<file path="config.mk">
export PLATFORM = sky130hd
export DESIGN_NAME = grid_map_text_parser_top
export DESIGN_NICKNAME = d
export VERILOG_FILES = /design/src/rtl/gmtp_pkg.sv /design/src/rtl/gmtp_parser.sv /design/src/rtl/gmtp_result_fifo.sv /design/src/rtl/grid_map_text_parser_top.sv
export VERILOG_INCLUDE_DIRS = /design/src /design/src/rtl
export SDC_FILE = /design/constraint.sdc
export NUM_CORES = 1
export LEC_CHECK = 0
export ABC_AREA = 1
export BUFFER_PORTS_ARGS = -buffer_cell sky130_fd_sc_hd__buf_2
export CORE_ASPECT_RATIO = 2
export CORE_MARGIN = 2
export CORE_UTILIZATION = 60
export CTS_CLUSTER_DIAMETER = 120
export DETAILED_ROUTE_END_ITERATION = 10
export PLACE_DENSITY_LB_ADDON = 0.05
export SETUP_SLACK_MARGIN = 0.15
export SKIP_LAST_GASP = 1
export SLEW_MARGIN = 40
export SYNTH_ARGS = -nofsm -noshare
export SYNTH_HDL_FRONTEND = slang
export SYNTH_SLANG_ARGS = --single-unit
</file>
<file path="constraint.sdc">
create_clock -name clk -period 13.1 [get_ports clk]
set_input_delay 1.31 -clock clk [delete_from_list [all_inputs] [get_ports clk]]
set_output_delay 1.31 -clock clk [all_outputs]
set_load 0.02 [all_outputs]
</file>
<file path="src/rtl/grid_map_text_parser_top_assert.svh">
// Assertion macros used by the grid map text parser RTL.
`ifndef GRID_MAP_TEXT_PARSER_TOP_ASSERT_SVH
`define GRID_MAP_TEXT_PARSER_TOP_ASSERT_SVH

// Check a property on every clock edge outside reset.
`define GMTP_ASSERT(lbl, prop, msg) \
  lbl: assert property (@(posedge clk) disable iff (rst) prop) else $error(msg);

// Check a property on every clock edge, reset included.
`define GMTP_ASSERT_ALWAYS(lbl, prop, msg) \
  lbl: assert property (@(posedge clk) prop) else $error(msg);

`endif

</file>
<file path="src/rtl/gmtp_pkg.sv">
// Shared types, constants and helper functions of the grid map text parser.
package gmtp_pkg;

  localparam int unsigned MAX_VALUE_DEF = 255;
  localparam int unsigned FIFO_DEPTH    = 4;

  // Result kinds
  localparam logic [1:0] KIND_HEADER = 2'd0;
  localparam logic [1:0] KIND_CELL   = 2'd1;
  localparam logic [1:0] KIND_DONE   = 2'd2;
  localparam logic [1:0] KIND_ERROR  = 2'd3;

  // Cell kinds
  localparam logic [1:0] CELL_WHITE = 2'd0;
  localparam logic [1:0] CELL_BLACK = 2'd1;
  localparam logic [1:0] CELL_WALL  = 2'd2;

  // Error codes
  localparam logic [2:0] ERR_NONE      = 3'd0;
  localparam logic [2:0] ERR_BAD_CHAR  = 3'd1;
  localparam logic [2:0] ERR_NEED_DIG  = 3'd2;
  localparam logic [2:0] ERR_NEED_SEP  = 3'd3;
  localparam logic [2:0] ERR_NEED_CELL = 3'd4;
  localparam logic [2:0] ERR_NEED_END  = 3'd5;
  localparam logic [2:0] ERR_TOO_LARGE = 3'd6;

  // Characters
  localparam logic [7:0] CH_NUL   = 8'h00;
  localparam logic [7:0] CH_LF    = 8'h0A;
  localparam logic [7:0] CH_SPACE = 8'h20;
  localparam logic [7:0] CH_STAR  = 8'h2A;
  localparam logic [7:0] CH_ZERO  = 8'h30;
  localparam logic [7:0] CH_NINE  = 8'h39;
  localparam logic [7:0] CH_SEMI  = 8'h3B;
  localparam logic [7:0] CH_O     = 8'h6F;
  localparam logic [7:0] CH_X     = 8'h78;

  typedef enum logic [2:0] {
    CLS_DIGIT = 3'd0,
    CLS_SEP   = 3'd1,
    CLS_WHITE = 3'd2,
    CLS_BLACK = 3'd3,
    CLS_WALL  = 3'd4,
    CLS_WS    = 3'd5,
    CLS_EOF   = 3'd6,
    CLS_BAD   = 3'd7
  } char_class_t;

  typedef enum logic [13:0] {
    PH_W_START  = 14'h0001,
    PH_W_DIG    = 14'h0002,
    PH_W_SEP    = 14'h0004,
    PH_H_START  = 14'h0008,
    PH_H_DIG    = 14'h0010,
    PH_RC_START = 14'h0020,
    PH_RC_DIG   = 14'h0040,
    PH_RC_SEP   = 14'h0080,
    PH_RR_START = 14'h0100,
    PH_RR_DIG   = 14'h0200,
    PH_CELLS    = 14'h0400,
    PH_TAIL     = 14'h0800,
    PH_DONE     = 14'h1000,
    PH_ERR      = 14'h2000
  } phase_t;

  typedef struct packed {
    logic [1:0] result_kind;
    logic [7:0] grid_width;
    logic [7:0] grid_height;
    logic [7:0] robot_column;
    logic [7:0] robot_row;
    logic [7:0] cell_column;
    logic [7:0] cell_row;
    logic [1:0] cell_kind;
    logic [2:0] error_code;
    logic       last_of_run;
  } result_t;

  // Up to two results per byte: a header, then the result of the byte itself.
  typedef struct packed {
    logic    hdr_valid;
    result_t hdr;
    logic    res_valid;
    result_t res;
  } push_t;

  function automatic char_class_t classify(input logic [7:0] b, input logic eoi);
    char_class_t c;
    c = CLS_BAD;
    if (eoi || b == CH_NUL) begin
      c = CLS_EOF;
    end else if (b >= CH_ZERO && b <= CH_NINE) begin
      c = CLS_DIGIT;
    end else begin
      case (b)
        CH_SPACE, CH_LF: c = CLS_WS;
        CH_SEMI:         c = CLS_SEP;
        CH_O:            c = CLS_WHITE;
        CH_X:            c = CLS_BLACK;
        CH_STAR:         c = CLS_WALL;
        default:         c = CLS_BAD;
      endcase
    end
    return c;
  endfunction

  function automatic logic [1:0] cell_kind_of(input char_class_t c);
    logic [1:0] k;
    case (c)
      CLS_WHITE: k = CELL_WHITE;
      CLS_BLACK: k = CELL_BLACK;
      default:   k = CELL_WALL;
    endcase
    return k;
  endfunction

endpackage

</file>
<file path="src/rtl/gmtp_parser.sv">
// Parser state machine: one classified byte per step, up to two results out.
`include "grid_map_text_parser_top_assert.svh"

module gmtp_parser #(
  parameter int unsigned MAX_VALUE = gmtp_pkg::MAX_VALUE_DEF
) (
  input  logic                  clk,
  input  logic                  rst,
  input  logic                  step,
  input  gmtp_pkg::char_class_t cls,
  input  logic [3:0]            digit,
  output gmtp_pkg::push_t       push
);

  localparam int unsigned AW = $clog2(MAX_VALUE + 1);

  gmtp_pkg::phase_t ph, ph_next;
  logic [AW-1:0]    acc, acc_next;
  logic [AW-1:0]    saved_w, saved_w_next;
  logic [AW-1:0]    saved_h, saved_h_next;
  logic [AW-1:0]    saved_rc, saved_rc_next;
  logic [AW-1:0]    col, col_next;
  logic [AW-1:0]    row, row_next;
  logic [2:0]       err, err_next;

  logic [AW+3:0]    acc_x10;
  logic             ovf;
  logic [AW-1:0]    col_base, row_base;
  logic [AW:0]      col_inc, row_inc;
  logic             wrap, row_end;

  logic             fail, do_cell, do_done;
  logic [2:0]       fail_code;
  gmtp_pkg::result_t hdr, res;
  logic             hdr_v, res_v;

  assign acc_x10 = ({4'b0, acc} << 3) + ({4'b0, acc} << 1) + (AW+4)'(digit);
  assign ovf     = acc_x10 > (AW+4)'(MAX_VALUE);

  // The first cell of the grid may arrive with the robot row terminator.
  assign col_base = (ph == gmtp_pkg::PH_RR_DIG) ? '0 : col;
  assign row_base = (ph == gmtp_pkg::PH_RR_DIG) ? '0 : row;
  assign col_inc  = {1'b0, col_base} + (AW+1)'(1);
  assign row_inc  = {1'b0, row_base} + (AW+1)'(1);
  assign wrap     = col_inc >= {1'b0, saved_w};
  assign row_end  = row_inc >= {1'b0, saved_h};

  always_comb begin
    ph_next       = ph;
    acc_next      = acc;
    saved_w_next  = saved_w;
    saved_h_next  = saved_h;
    saved_rc_next = saved_rc;
    col_next      = col;
    row_next      = row;
    err_next      = err;
    fail          = 1'b0;
    fail_code     = gmtp_pkg::ERR_NONE;
    do_cell       = 1'b0;
    do_done       = 1'b0;
    hdr           = '0;
    res           = '0;
    hdr_v         = 1'b0;
    res_v         = 1'b0;

    case (ph)
      gmtp_pkg::PH_ERR: begin
        res_v            = 1'b1;
        res.result_kind  = gmtp_pkg::KIND_ERROR;
        res.error_code   = err;
      end
      gmtp_pkg::PH_DONE: begin
      end
      default: begin
        if (cls == gmtp_pkg::CLS_BAD) begin
          fail      = 1'b1;
          fail_code = gmtp_pkg::ERR_BAD_CHAR;
        end else begin
          case (ph)
            gmtp_pkg::PH_W_START, gmtp_pkg::PH_H_START,
            gmtp_pkg::PH_RC_START, gmtp_pkg::PH_RR_START: begin
              if (cls == gmtp_pkg::CLS_DIGIT) begin
                acc_next = AW'(digit);
                case (ph)
                  gmtp_pkg::PH_W_START:  ph_next = gmtp_pkg::PH_W_DIG;
                  gmtp_pkg::PH_H_START:  ph_next = gmtp_pkg::PH_H_DIG;
                  gmtp_pkg::PH_RC_START: ph_next = gmtp_pkg::PH_RC_DIG;
                  default:               ph_next = gmtp_pkg::PH_RR_DIG;
                endcase
              end else if (cls != gmtp_pkg::CLS_WS) begin
                fail      = 1'b1;
                fail_code = gmtp_pkg::ERR_NEED_DIG;
              end
            end
            gmtp_pkg::PH_W_SEP, gmtp_pkg::PH_RC_SEP: begin
              if (cls == gmtp_pkg::CLS_SEP) begin
                ph_next = (ph == gmtp_pkg::PH_W_SEP) ? gmtp_pkg::PH_H_START
                                                     : gmtp_pkg::PH_RR_START;
              end else if (cls != gmtp_pkg::CLS_WS) begin
                fail      = 1'b1;
                fail_code = gmtp_pkg::ERR_NEED_SEP;
              end
            end
            gmtp_pkg::PH_W_DIG, gmtp_pkg::PH_H_DIG,
            gmtp_pkg::PH_RC_DIG, gmtp_pkg::PH_RR_DIG: begin
              if (cls == gmtp_pkg::CLS_DIGIT) begin
                if (ovf) begin
                  fail      = 1'b1;
                  fail_code = gmtp_pkg::ERR_TOO_LARGE;
                end else begin
                  acc_next = acc_x10[AW-1:0];
                end
              end else begin
                // Close the number, then hand the same byte to the next phase.
                case (ph)
                  gmtp_pkg::PH_W_DIG: begin
                    saved_w_next = acc;
                    if (cls == gmtp_pkg::CLS_SEP) begin
                      ph_next = gmtp_pkg::PH_H_START;
                    end else if (cls == gmtp_pkg::CLS_WS) begin
                      ph_next = gmtp_pkg::PH_W_SEP;
                    end else begin
                      fail      = 1'b1;
                      fail_code = gmtp_pkg::ERR_NEED_SEP;
                    end
                  end
                  gmtp_pkg::PH_H_DIG: begin
                    saved_h_next = acc;
                    if (cls == gmtp_pkg::CLS_WS) begin
                      ph_next = gmtp_pkg::PH_RC_START;
                    end else begin
                      fail      = 1'b1;
                      fail_code = gmtp_pkg::ERR_NEED_DIG;
                    end
                  end
                  gmtp_pkg::PH_RC_DIG: begin
                    saved_rc_next = acc;
                    if (cls == gmtp_pkg::CLS_SEP) begin
                      ph_next = gmtp_pkg::PH_RR_START;
                    end else if (cls == gmtp_pkg::CLS_WS) begin
                      ph_next = gmtp_pkg::PH_RC_SEP;
                    end else begin
                      fail      = 1'b1;
                      fail_code = gmtp_pkg::ERR_NEED_SEP;
                    end
                  end
                  default: begin
                    hdr_v            = 1'b1;
                    hdr.result_kind  = gmtp_pkg::KIND_HEADER;
                    hdr.grid_width   = 8'(saved_w);
                    hdr.grid_height  = 8'(saved_h);
                    hdr.robot_column = 8'(saved_rc);
                    hdr.robot_row    = 8'(acc);
                    col_next         = '0;
                    row_next         = '0;
                    if (saved_w == '0 || saved_h == '0) begin
                      ph_next = gmtp_pkg::PH_TAIL;
                      if (cls == gmtp_pkg::CLS_EOF) begin
                        do_done = 1'b1;
                      end else if (cls != gmtp_pkg::CLS_WS) begin
                        fail      = 1'b1;
                        fail_code = gmtp_pkg::ERR_NEED_END;
                      end
                    end else begin
                      ph_next = gmtp_pkg::PH_CELLS;
                      if (cls == gmtp_pkg::CLS_WHITE || cls == gmtp_pkg::CLS_BLACK ||
                          cls == gmtp_pkg::CLS_WALL) begin
                        do_cell = 1'b1;
                      end else if (cls != gmtp_pkg::CLS_WS) begin
                        fail      = 1'b1;
                        fail_code = gmtp_pkg::ERR_NEED_CELL;
                      end
                    end
                  end
                endcase
              end
            end
            gmtp_pkg::PH_CELLS: begin
              if (cls == gmtp_pkg::CLS_WHITE || cls == gmtp_pkg::CLS_BLACK ||
                  cls == gmtp_pkg::CLS_WALL) begin
                do_cell = 1'b1;
              end else if (cls != gmtp_pkg::CLS_WS) begin
                fail      = 1'b1;
                fail_code = gmtp_pkg::ERR_NEED_CELL;
              end
            end
            gmtp_pkg::PH_TAIL: begin
              if (cls == gmtp_pkg::CLS_EOF) begin
                do_done = 1'b1;
              end else if (cls != gmtp_pkg::CLS_WS) begin
                fail      = 1'b1;
                fail_code = gmtp_pkg::ERR_NEED_END;
              end
            end
            default: begin
            end
          endcase
        end
      end
    endcase

    if (do_cell) begin
      res_v           = 1'b1;
      res.result_kind = gmtp_pkg::KIND_CELL;
      res.cell_column = 8'(col_base);
      res.cell_row    = 8'(row_base);
      res.cell_kind   = gmtp_pkg::cell_kind_of(cls);
      if (wrap) begin
        col_next = '0;
        row_next = row_inc[AW-1:0];
        if (row_end) begin
          ph_next = gmtp_pkg::PH_TAIL;
        end
      end else begin
        col_next = col_inc[AW-1:0];
        row_next = row_base;
      end
    end

    if (do_done) begin
      res_v           = 1'b1;
      res.result_kind = gmtp_pkg::KIND_DONE;
      ph_next         = gmtp_pkg::PH_DONE;
    end

    if (fail) begin
      res_v           = 1'b1;
      res.result_kind = gmtp_pkg::KIND_ERROR;
      res.error_code  = fail_code;
      err_next        = fail_code;
      ph_next         = gmtp_pkg::PH_ERR;
    end

    res.last_of_run = res_v;
    hdr.last_of_run = ~res_v;
  end

  assign push.hdr_valid = step & hdr_v;
  assign push.hdr       = hdr;
  assign push.res_valid = step & res_v;
  assign push.res       = res;

  always_ff @(posedge clk) begin
    if (rst) begin
      ph       <= gmtp_pkg::PH_W_START;
      acc      <= '0;
      saved_w  <= '0;
      saved_h  <= '0;
      saved_rc <= '0;
      col      <= '0;
      row      <= '0;
      err      <= gmtp_pkg::ERR_NONE;
    end else if (step) begin
      ph       <= ph_next;
      acc      <= acc_next;
      saved_w  <= saved_w_next;
      saved_h  <= saved_h_next;
      saved_rc <= saved_rc_next;
      col      <= col_next;
      row      <= row_next;
      err      <= err_next;
    end
  end

  `GMTP_ASSERT_ALWAYS(a_err_sticky, (ph == gmtp_pkg::PH_ERR) |-> (err != gmtp_pkg::ERR_NONE), "error phase without code")
  `GMTP_ASSERT(a_hdr_only_rr, push.hdr_valid |-> (ph == gmtp_pkg::PH_RR_DIG), "header outside robot row")
  `GMTP_ASSERT(a_done_silent, (step && ph == gmtp_pkg::PH_DONE) |=> (ph == gmtp_pkg::PH_DONE), "left done")
  `GMTP_ASSERT(a_err_repeats, (step && ph == gmtp_pkg::PH_ERR) |-> (push.res_valid && push.res.result_kind == gmtp_pkg::KIND_ERROR), "no error after error")

endmodule

</file>
<file path="src/rtl/gmtp_result_fifo.sv">
// Result queue: takes up to two results per cycle, hands out one per transfer.
module gmtp_result_fifo (
  input  logic              clk,
  input  logic              rst,
  input  gmtp_pkg::push_t   push,
  input  logic              out_stall,
  output logic              out_valid,
  output gmtp_pkg::result_t head,
  output logic              room
);

  localparam int unsigned DEPTH = gmtp_pkg::FIFO_DEPTH;
  localparam int unsigned PW    = $clog2(DEPTH);
  localparam int unsigned CW    = $clog2(DEPTH + 1);

  gmtp_pkg::result_t entries [DEPTH];
  logic [PW-1:0]     wr_ptr, rd_ptr;
  logic [CW-1:0]     count;
  logic [1:0]        n_push;
  logic              pop;
  gmtp_pkg::result_t w0;

  assign n_push    = {1'b0, push.hdr_valid} + {1'b0, push.res_valid};
  assign pop       = out_valid & ~out_stall;
  assign out_valid = count != '0;
  assign head      = entries[rd_ptr];
  // Leave space for the worst case of two entries per byte.
  assign room      = count <= CW'(DEPTH - 2);
  assign w0        = push.hdr_valid ? push.hdr : push.res;

  always_ff @(posedge clk) begin
    if (n_push != 2'd0) begin
      entries[wr_ptr] <= w0;
    end
    if (n_push == 2'd2) begin
      entries[wr_ptr + PW'(1)] <= push.res;
    end
  end

  always_ff @(posedge clk) begin
    if (rst) begin
      wr_ptr <= '0;
      rd_ptr <= '0;
      count  <= '0;
    end else begin
      wr_ptr <= wr_ptr + PW'(n_push);
      rd_ptr <= rd_ptr + PW'(pop);
      count  <= count + CW'(n_push) - CW'(pop);
    end
  end

endmodule

</file>
<file path="src/rtl/grid_map_text_parser_top.sv">
// Top level of the grid map text parser: input register, parser and result queue.
//
//   channel | signals                                        | direction
//   --------+------------------------------------------------+----------
//   input   | in_valid, in_stall, data_byte, end_of_input    | in
//   result  | out_valid, out_stall, result_kind .. last_of_run | out
//
// One byte per cycle while in_stall is low: a byte is held in the input register
// and parsed into the four-entry result queue once the queue has room.
// Each byte yields at most one result, except the robot row terminator, which
// can yield two; the queue drains one result per cycle while out_stall is low.
// in_stall rises only when the queue holds more than two results.
// rst clears all control state synchronously; no clearing pass.
module grid_map_text_parser_top #(
  parameter int unsigned MAX_VALUE = gmtp_pkg::MAX_VALUE_DEF
) (
  input  logic       clk,
  input  logic       rst,
  input  logic       in_valid,
  output logic       in_stall,
  input  logic [7:0] data_byte,
  input  logic       end_of_input,
  output logic       out_valid,
  input  logic       out_stall,
  output logic [1:0] result_kind,
  output logic [7:0] grid_width,
  output logic [7:0] grid_height,
  output logic [7:0] robot_column,
  output logic [7:0] robot_row,
  output logic [7:0] cell_column,
  output logic [7:0] cell_row,
  output logic [1:0] cell_kind,
  output logic [2:0] error_code,
  output logic       last_of_run
);

  logic              in_full;
  logic [7:0]        in_byte;
  logic              in_eoi;
  logic              room;
  logic              step;
  gmtp_pkg::push_t   push;
  gmtp_pkg::result_t head;

  assign step     = in_full & room;
  assign in_stall = in_full & ~room;

  always_ff @(posedge clk) begin
    if (rst) begin
      in_full <= 1'b0;
    end else if (!in_stall) begin
      in_full <= in_valid;
    end
  end

  // Hold the byte until the parser takes it.
  always_ff @(posedge clk) begin
    if (in_valid && !in_stall) begin
      in_byte <= data_byte;
      in_eoi  <= end_of_input;
    end
  end

  gmtp_parser #(
    .MAX_VALUE(MAX_VALUE)
  ) u_parser (
    .clk  (clk),
    .rst  (rst),
    .step (step),
    .cls  (gmtp_pkg::classify(in_byte, in_eoi)),
    .digit(4'(in_byte - gmtp_pkg::CH_ZERO)),
    .push (push)
  );

  gmtp_result_fifo u_fifo (
    .clk      (clk),
    .rst      (rst),
    .push     (push),
    .out_stall(out_stall),
    .out_valid(out_valid),
    .head     (head),
    .room     (room)
  );

  assign result_kind  = head.result_kind;
  assign grid_width   = head.grid_width;
  assign grid_height  = head.grid_height;
  assign robot_column = head.robot_column;
  assign robot_row    = head.robot_row;
  assign cell_column  = head.cell_column;
  assign cell_row     = head.cell_row;
  assign cell_kind    = head.cell_kind;
  assign error_code   = head.error_code;
  assign last_of_run  = head.last_of_run;

endmodule
</file>
; ---- Word level (Yosys, flattened, before mapping)
; Memories as Yosys holds them, arrays and structs flattened. A register that Yosys moved wholly into a read port is not among the register bits.
; Cells that the tools add are included.
[op_classes]
n_bitwise = 11
n_reduce_logical = 28
eq_ne = 36
mux = 112
n_addsub = 11
order_cmp = 6
[op_table]
columns = operator, n
row1 = $mux 14, 15
row2 = $mux 34, 4
row3 = $mux 8, 14
row4 = $pmux 14 s3, 2
row5 = $mux 56, 1
row6 = $mux 3, 16
row7 = $mux 1, 37
row8 = $mux 32, 1
row9 = $pmux 10 s3, 1
row10 = $pmux 3 s5, 2
row11 = $eq 8x6->1 const B, 3
row12 = $logic_not 8->1, 3
row13 = $reduce_and 6->1, 4
row14 = $add 8x1->9 const B, 2
row15 = $ge 9x8->1, 2
row16 = $mux 18, 1
row17 = $mux 2, 9
row18 = $eq 8x7->1 const B, 2
row19 = $pmux 8 s2, 1
row20 = $eq 14x1->1 const B, 1
row21 = $eq 14x10->1 const B, 1
row22 = $eq 14x11->1 const B, 1
row23 = $eq 14x12->1 const B, 1
row24 = $eq 14x13->1 const B, 1
row25 = other kinds (49), 79
[totals]
in_bits = 13
out_inout_bits = 58
ram_bits = 224
wordCells = 219
mem_count = 1
register_bits = 82
[mem_list]
columns = name, depth, word_bits, rd, rd_clocked_by_memory_dff, write_ports, line_no
row1 = u_fifo.entries, 4, 56, 1, 1, 2, gmtp_result_fifo.sv:16  ; gmtp_pkg::result_t entries [DEPTH];

; ---- Logic depth before layout (Yosys ltp)
[depth]
word_depth = 23
mapped_depth = 29
ltp_nobuf = 28

; ---- By module
; A second synthesis with hierarchy kept.
[hier_totals]
hier_cells = 2267
hier_area_um2 = 18172.4
[by_module_without_submodules]
columns = module, area_each_um2, n_inst, cells_per_inst, seq_area_each_um2
row1 = gmtp_result_fifo, 11716.2, 1, 1279, 6866.6
row2 = gmtp_parser, 5913.2, 1, 918, 1301.2
row3 = grid_map_text_parser_top, 543.0, 1, 70, 290.3

; ---- Worst setup path after synthesis
; OpenSTA, ideal clock, no wires.
[synth_path]
path_kind = register to register
from = reg in_byte[3]
to = mem u_fifo.entries[2][0] in the netlist's numbering (enable)
period_less_slack_ns = 4.756
arrival_time_ns = 4.358
setup_ns = 0.398
slack_ns = 8.344
t_required_ns = 12.702
path_buffers = 1
stages_incl_launch_ff = 22
path_cell_list = edfxtp_1 inv_2 fa_1 inv_1 fa_1 nand4_1 nand3_1 o21bai_1 nor3_1 nand4_1 nand2_1 inv_1 nand2_1 nand3_2 nand2_4 nand2_2 nand2_1 ha_1 nor3_1 clkinv_1 o21ai_1 clkbuf_1
[synth_rtl]
columns = element, line_no
row1 = "start, declared", grid_map_text_parser_top.sv:38  ; logic [7:0] in_byte;
row2 = "start signal, assigned", grid_map_text_parser_top.sv:59  ; in_byte <= data_byte;
row3 = "end, declared", gmtp_result_fifo.sv:16

==> results.sh <==
export IMPL_run_status="finished clean"
export IMPL_grt_ovfl_total=0
export IMPL_arrival_ps=5520
export IMPL_maxSlewHeadroom_pct=43.9
export IMPL_hold_buffers=0
export IMPL_min_path_type="reg2reg"
export IMPL_fin_ws_ps=7770
export IMPL_holdPathStages=2
export IMPL_fin_tns_setup_ps=0
export IMPL_final_util_pct=67.1
export IMPL_synth_cell_area_um2=15300
export IMPL_dr_first_iter_drc_count=1031
export IMPL_r2r_end="u_fifo.entries[1][7]"
export IMPL_min_to="u_parser.saved_rc[4]"
export IMPL_cpPeakStageDelay_ps=610
export IMPL_worstPathCellList="inv_1, fa_1, inv_1, fa_1, nand4_1, nand3_1, o21bai_1, nor3_1, nand4_1, nand2_1, inv_1, nand2_1, nand3_2, nand2_4, nand2_2, nand2_1, ha_1, nor3_1, clkinv_2, o21ai_4, buf_4"
export IMPL_die_area_um2=26800
export IMPL_p_switching_w=0.000995
export IMPL_period_needed_ps=5330
export IMPL_yosysSeqAreaShare_pct=47.0
export IMPL_synth_distinct_cells=52
export IMPL_dpl_worst_slack_ps=7830
export IMPL_grt_first_pass_wirelength_um=66200
export IMPL_port_buffers=70
export IMPL_fillers=2305
export IMPL_ys_seq_elements=306
export IMPL_clock_power_share_pct=29.8
export IMPL_final_nets=1994
export IMPL_setup_viol=0
export IMPL_hp_start="u_parser.saved_rc[4]"
export IMPL_required_ps=13290
export IMPL_switching_share_pct=34.9
export IMPL_synth_async_reset_ratio_pct=0
export IMPL_avgRoutedWirePerCell_um=18.2
export IMPL_rr_worst_depth=21
export IMPL_wl_met1_um=15800
export IMPL_wl_met3_um=1700
export IMPL_routed_via_density=5.83
export IMPL_drcViolationCount=0
export IMPL_postCtsSetupBuffers=0
export IMPL_worst_pin_slew_ps=838
export IMPL_start_util_pct=61.0
export IMPL_die_y_um=230
export IMPL_hold_slack_ps=448
export IMPL_syn_nets=1974
export IMPL_cts_resized=0
export IMPL_critPathLaunchType="register"
export IMPL_cts_sinks=306
export IMPL_finalCritPeriodShare_pct=40.7
export IMPL_tritoncts="yes"
export IMPL_cts_buffers=27
export IMPL_grt_pass1_vias=13201
export IMPL_dpl_hpwl_um=28000
export IMPL_clock_fmax_mhz=188
export IMPL_grt_setup_unrepaired="false"
export IMPL_power_density_nw_per_um2=170
export IMPL_synth_edff_count=105
export IMPL_rows=82
export IMPL_regArea_um2=7180
export IMPL_seqPwrFrac_pct=40.8
export IMPL_final_setup_skew_ps=16.6
export IMPL_final_hold_viol_count=0
export IMPL_slew_violations=0
export IMPL_syn_inst=1918
export IMPL_clockBufferDepth=3
export IMPL_drive_gt1_share_pct=11.8
export IMPL_crit_slowest_cell="buf_4"
export IMPL_cap_violations=0
export IMPL_top_layer="met4"
export IMPL_n_antenna_cell=0
export IMPL_crit_fanout=56
export IMPL_syn_avg_cell_area_um2=7.96
export IMPL_wl_um=41900
export IMPL_core_um2=25000
export IMPL_path_class="reg2reg"
export IMPL_wl_met2_um=22500
export IMPL_ir_drop_uv=113
export IMPL_vias=13386
export IMPL_synthFlopType="dfxtp_1"
export IMPL_path_clk_slew_ps=70
export IMPL_cp_end_kind="register"
export IMPL_dieWidth_um=117
export IMPL_clock_latency_ps=560
export IMPL_clock_root_buffer="clkbuf_16"
export IMPL_place_gp_congestion=0.991
export IMPL_grt_antenna_before_repair=0
export IMPL_yosysWarnings=0
export IMPL_ff2ff_setup_slack_ps=7770
export IMPL_grt_max_degree=97
export IMPL_timing_rr_start="u_parser.acc[0]"
export IMPL_grt_use_total_pct=31.4
export IMPL_p_leak_nw=7.39
export IMPL_cts_htree_levels=1
export IMPL_multi_input_area_um2=6620
export IMPL_antenna_left=0
export IMPL_internal_power_w=0.00185
export IMPL_area_delta_synth_final_pct=10.0
export IMPL_drt_pre_antenna_iters=5
export IMPL_io_pins=71
export IMPL_power_frac_comb_pct=29.4
-- per-layer routing --
metal  track usage, %  vias up
met5                0        -
met4             14.7        0
met3             2.73      105
met2             58.0      382
met1             35.2     6376
li1                 -     6523
-- how the worst max path moves through the flow --
stage                    start  slack (ps)                     to
5_1_grt        u_parser.acc[0]        7430  u_fifo.entries[1][18]
3_3_place_gp   u_parser.acc[0]        7460   u_fifo.entries[1][5]
2_1_floorplan       in_byte[3]        8340   u_fifo.entries[2][0]
3_5_place_dp   u_parser.acc[0]        7830   u_fifo.entries[1][5]
4_1_cts        u_parser.acc[0]        7810   u_fifo.entries[1][6]
6_report       u_parser.acc[0]        7770   u_fifo.entries[1][7]
-- cell families after synthesis --
kind of cell	count (synthesis)	share of synthesized area, %
flops	306	47.0
fa+ha+maj	43	3.67
xor+xnor	15	0.860
simple gates	651	19.7
buf+inv	385	9.92
compound gates	518	18.9
-- layout by cell type, fill, tap and decap left out, types with 11 or more instances in the layout --
master / n
inv_1: 260
nand2_1: 245
nor2_1: 216
dfxtp_1: 200
a21oi_1: 180
o22ai_1: 152
o21ai_0: 140
edfxtp_1: 105
buf_2: 70
nand3_1: 68
ha_1: 40
nand4_1: 29
clkbuf_16: 28
inv_2: 21
nor3_1: 19
nand2_2: 15
nor2_2: 12
xor2_1: 12
nand3_2: 12
buf_4: 11
-- Yosys cell counts (all sizes together), types with 2 or more instances --
master | number | share of area (%)
or2 | 4 | 0.16
o21ai | 153 | 5.1
o31ai | 2 | 0.098
a21oi | 182 | 6.1
xnor2 | 3 | 0.17
nor3 | 23 | 0.97
fa | 3 | 0.39
o211ai | 9 | 0.44
xor2 | 12 | 0.69
nor4 | 4 | 0.16
nand3b | 6 | 0.29
a21boi | 2 | 0.098
o22ai | 152 | 6.2
inv | 282 | 6.9
o21a | 3 | 0.15
clkinv | 7 | 0.18
edfxtp | 105 | 21
dfxtp | 201 | 26
nand3 | 80 | 3.0
ha | 40 | 3.3
nand4 | 34 | 1.7
a31oi | 9 | 0.37
nand2 | 262 | 6.8
nor2 | 237 | 6.6
clkbuf | 69 | 1.7
buf | 27 | 1.1
-- critical path: cells and delay by family (launching register included) --
family	cells	cell delay [ps]
buf+inv	5	1430
simple gates	11	1390
fa+ha+maj	3	1240
flops	1	470
compound gates	2	370
-- sequential cells by signal, indices dropped and copies added (netlist names) --
| register | count |
|---|---|
| u_fifo.rd_ptr | 2 |
| u_fifo.entries | 224 |
| u_parser.err | 3 |
| u_fifo.count | 3 |
| u_parser.acc | 8 |
| in_eoi | 1 |
| u_parser.row | 8 |
| u_parser.ph | 14 |
| u_fifo.wr_ptr | 2 |
| u_parser.saved_w | 8 |
| u_parser.saved_h | 8 |
| u_parser.col | 8 |
| in_full | 1 |
| u_parser.saved_rc | 8 |
| in_byte | 8 |
-- through the flow --
stage | power, W | cell area (um^2) | cells
global placement | 0.00199 | 15700 | 2242
global route | 0.00300 | 16800 | 2295
finish | 0.00285 | 16800 | 2295
floorplan | 0.00177 | 15300 | 1918
CTS | 0.00286 | 16800 | 2295
detailed placement | 0.00202 | 15800 | 2245
-- cell type report --
class	instances	share of cell area (%)
multi-input cells	1227	39.4
clock buffers	35	4.62
inverters	289	6.49
well taps	336	2.50
flip-flops and latches	306	42.7
clock inverters	15	1.09
repair buffers	87	3.18
-- power groups by stage --
| stage | sequential (W) | clock, W | combinational [W] |
|---|---|---|---|
| after global routing | 0.00117 | 0.000891 | 0.000930 |
| final | 0.00116 | 0.000848 | 0.000839 |
| after floorplan | 0.00117 | 0 | 0.000606 |
| after detailed placement | 0.00118 | 0 | 0.000837 |
| after global placement | 0.00118 | 0 | 0.000812 |
| after CTS | 0.00116 | 0.000859 | 0.000841 |
(Power assumes the default switching activity.)
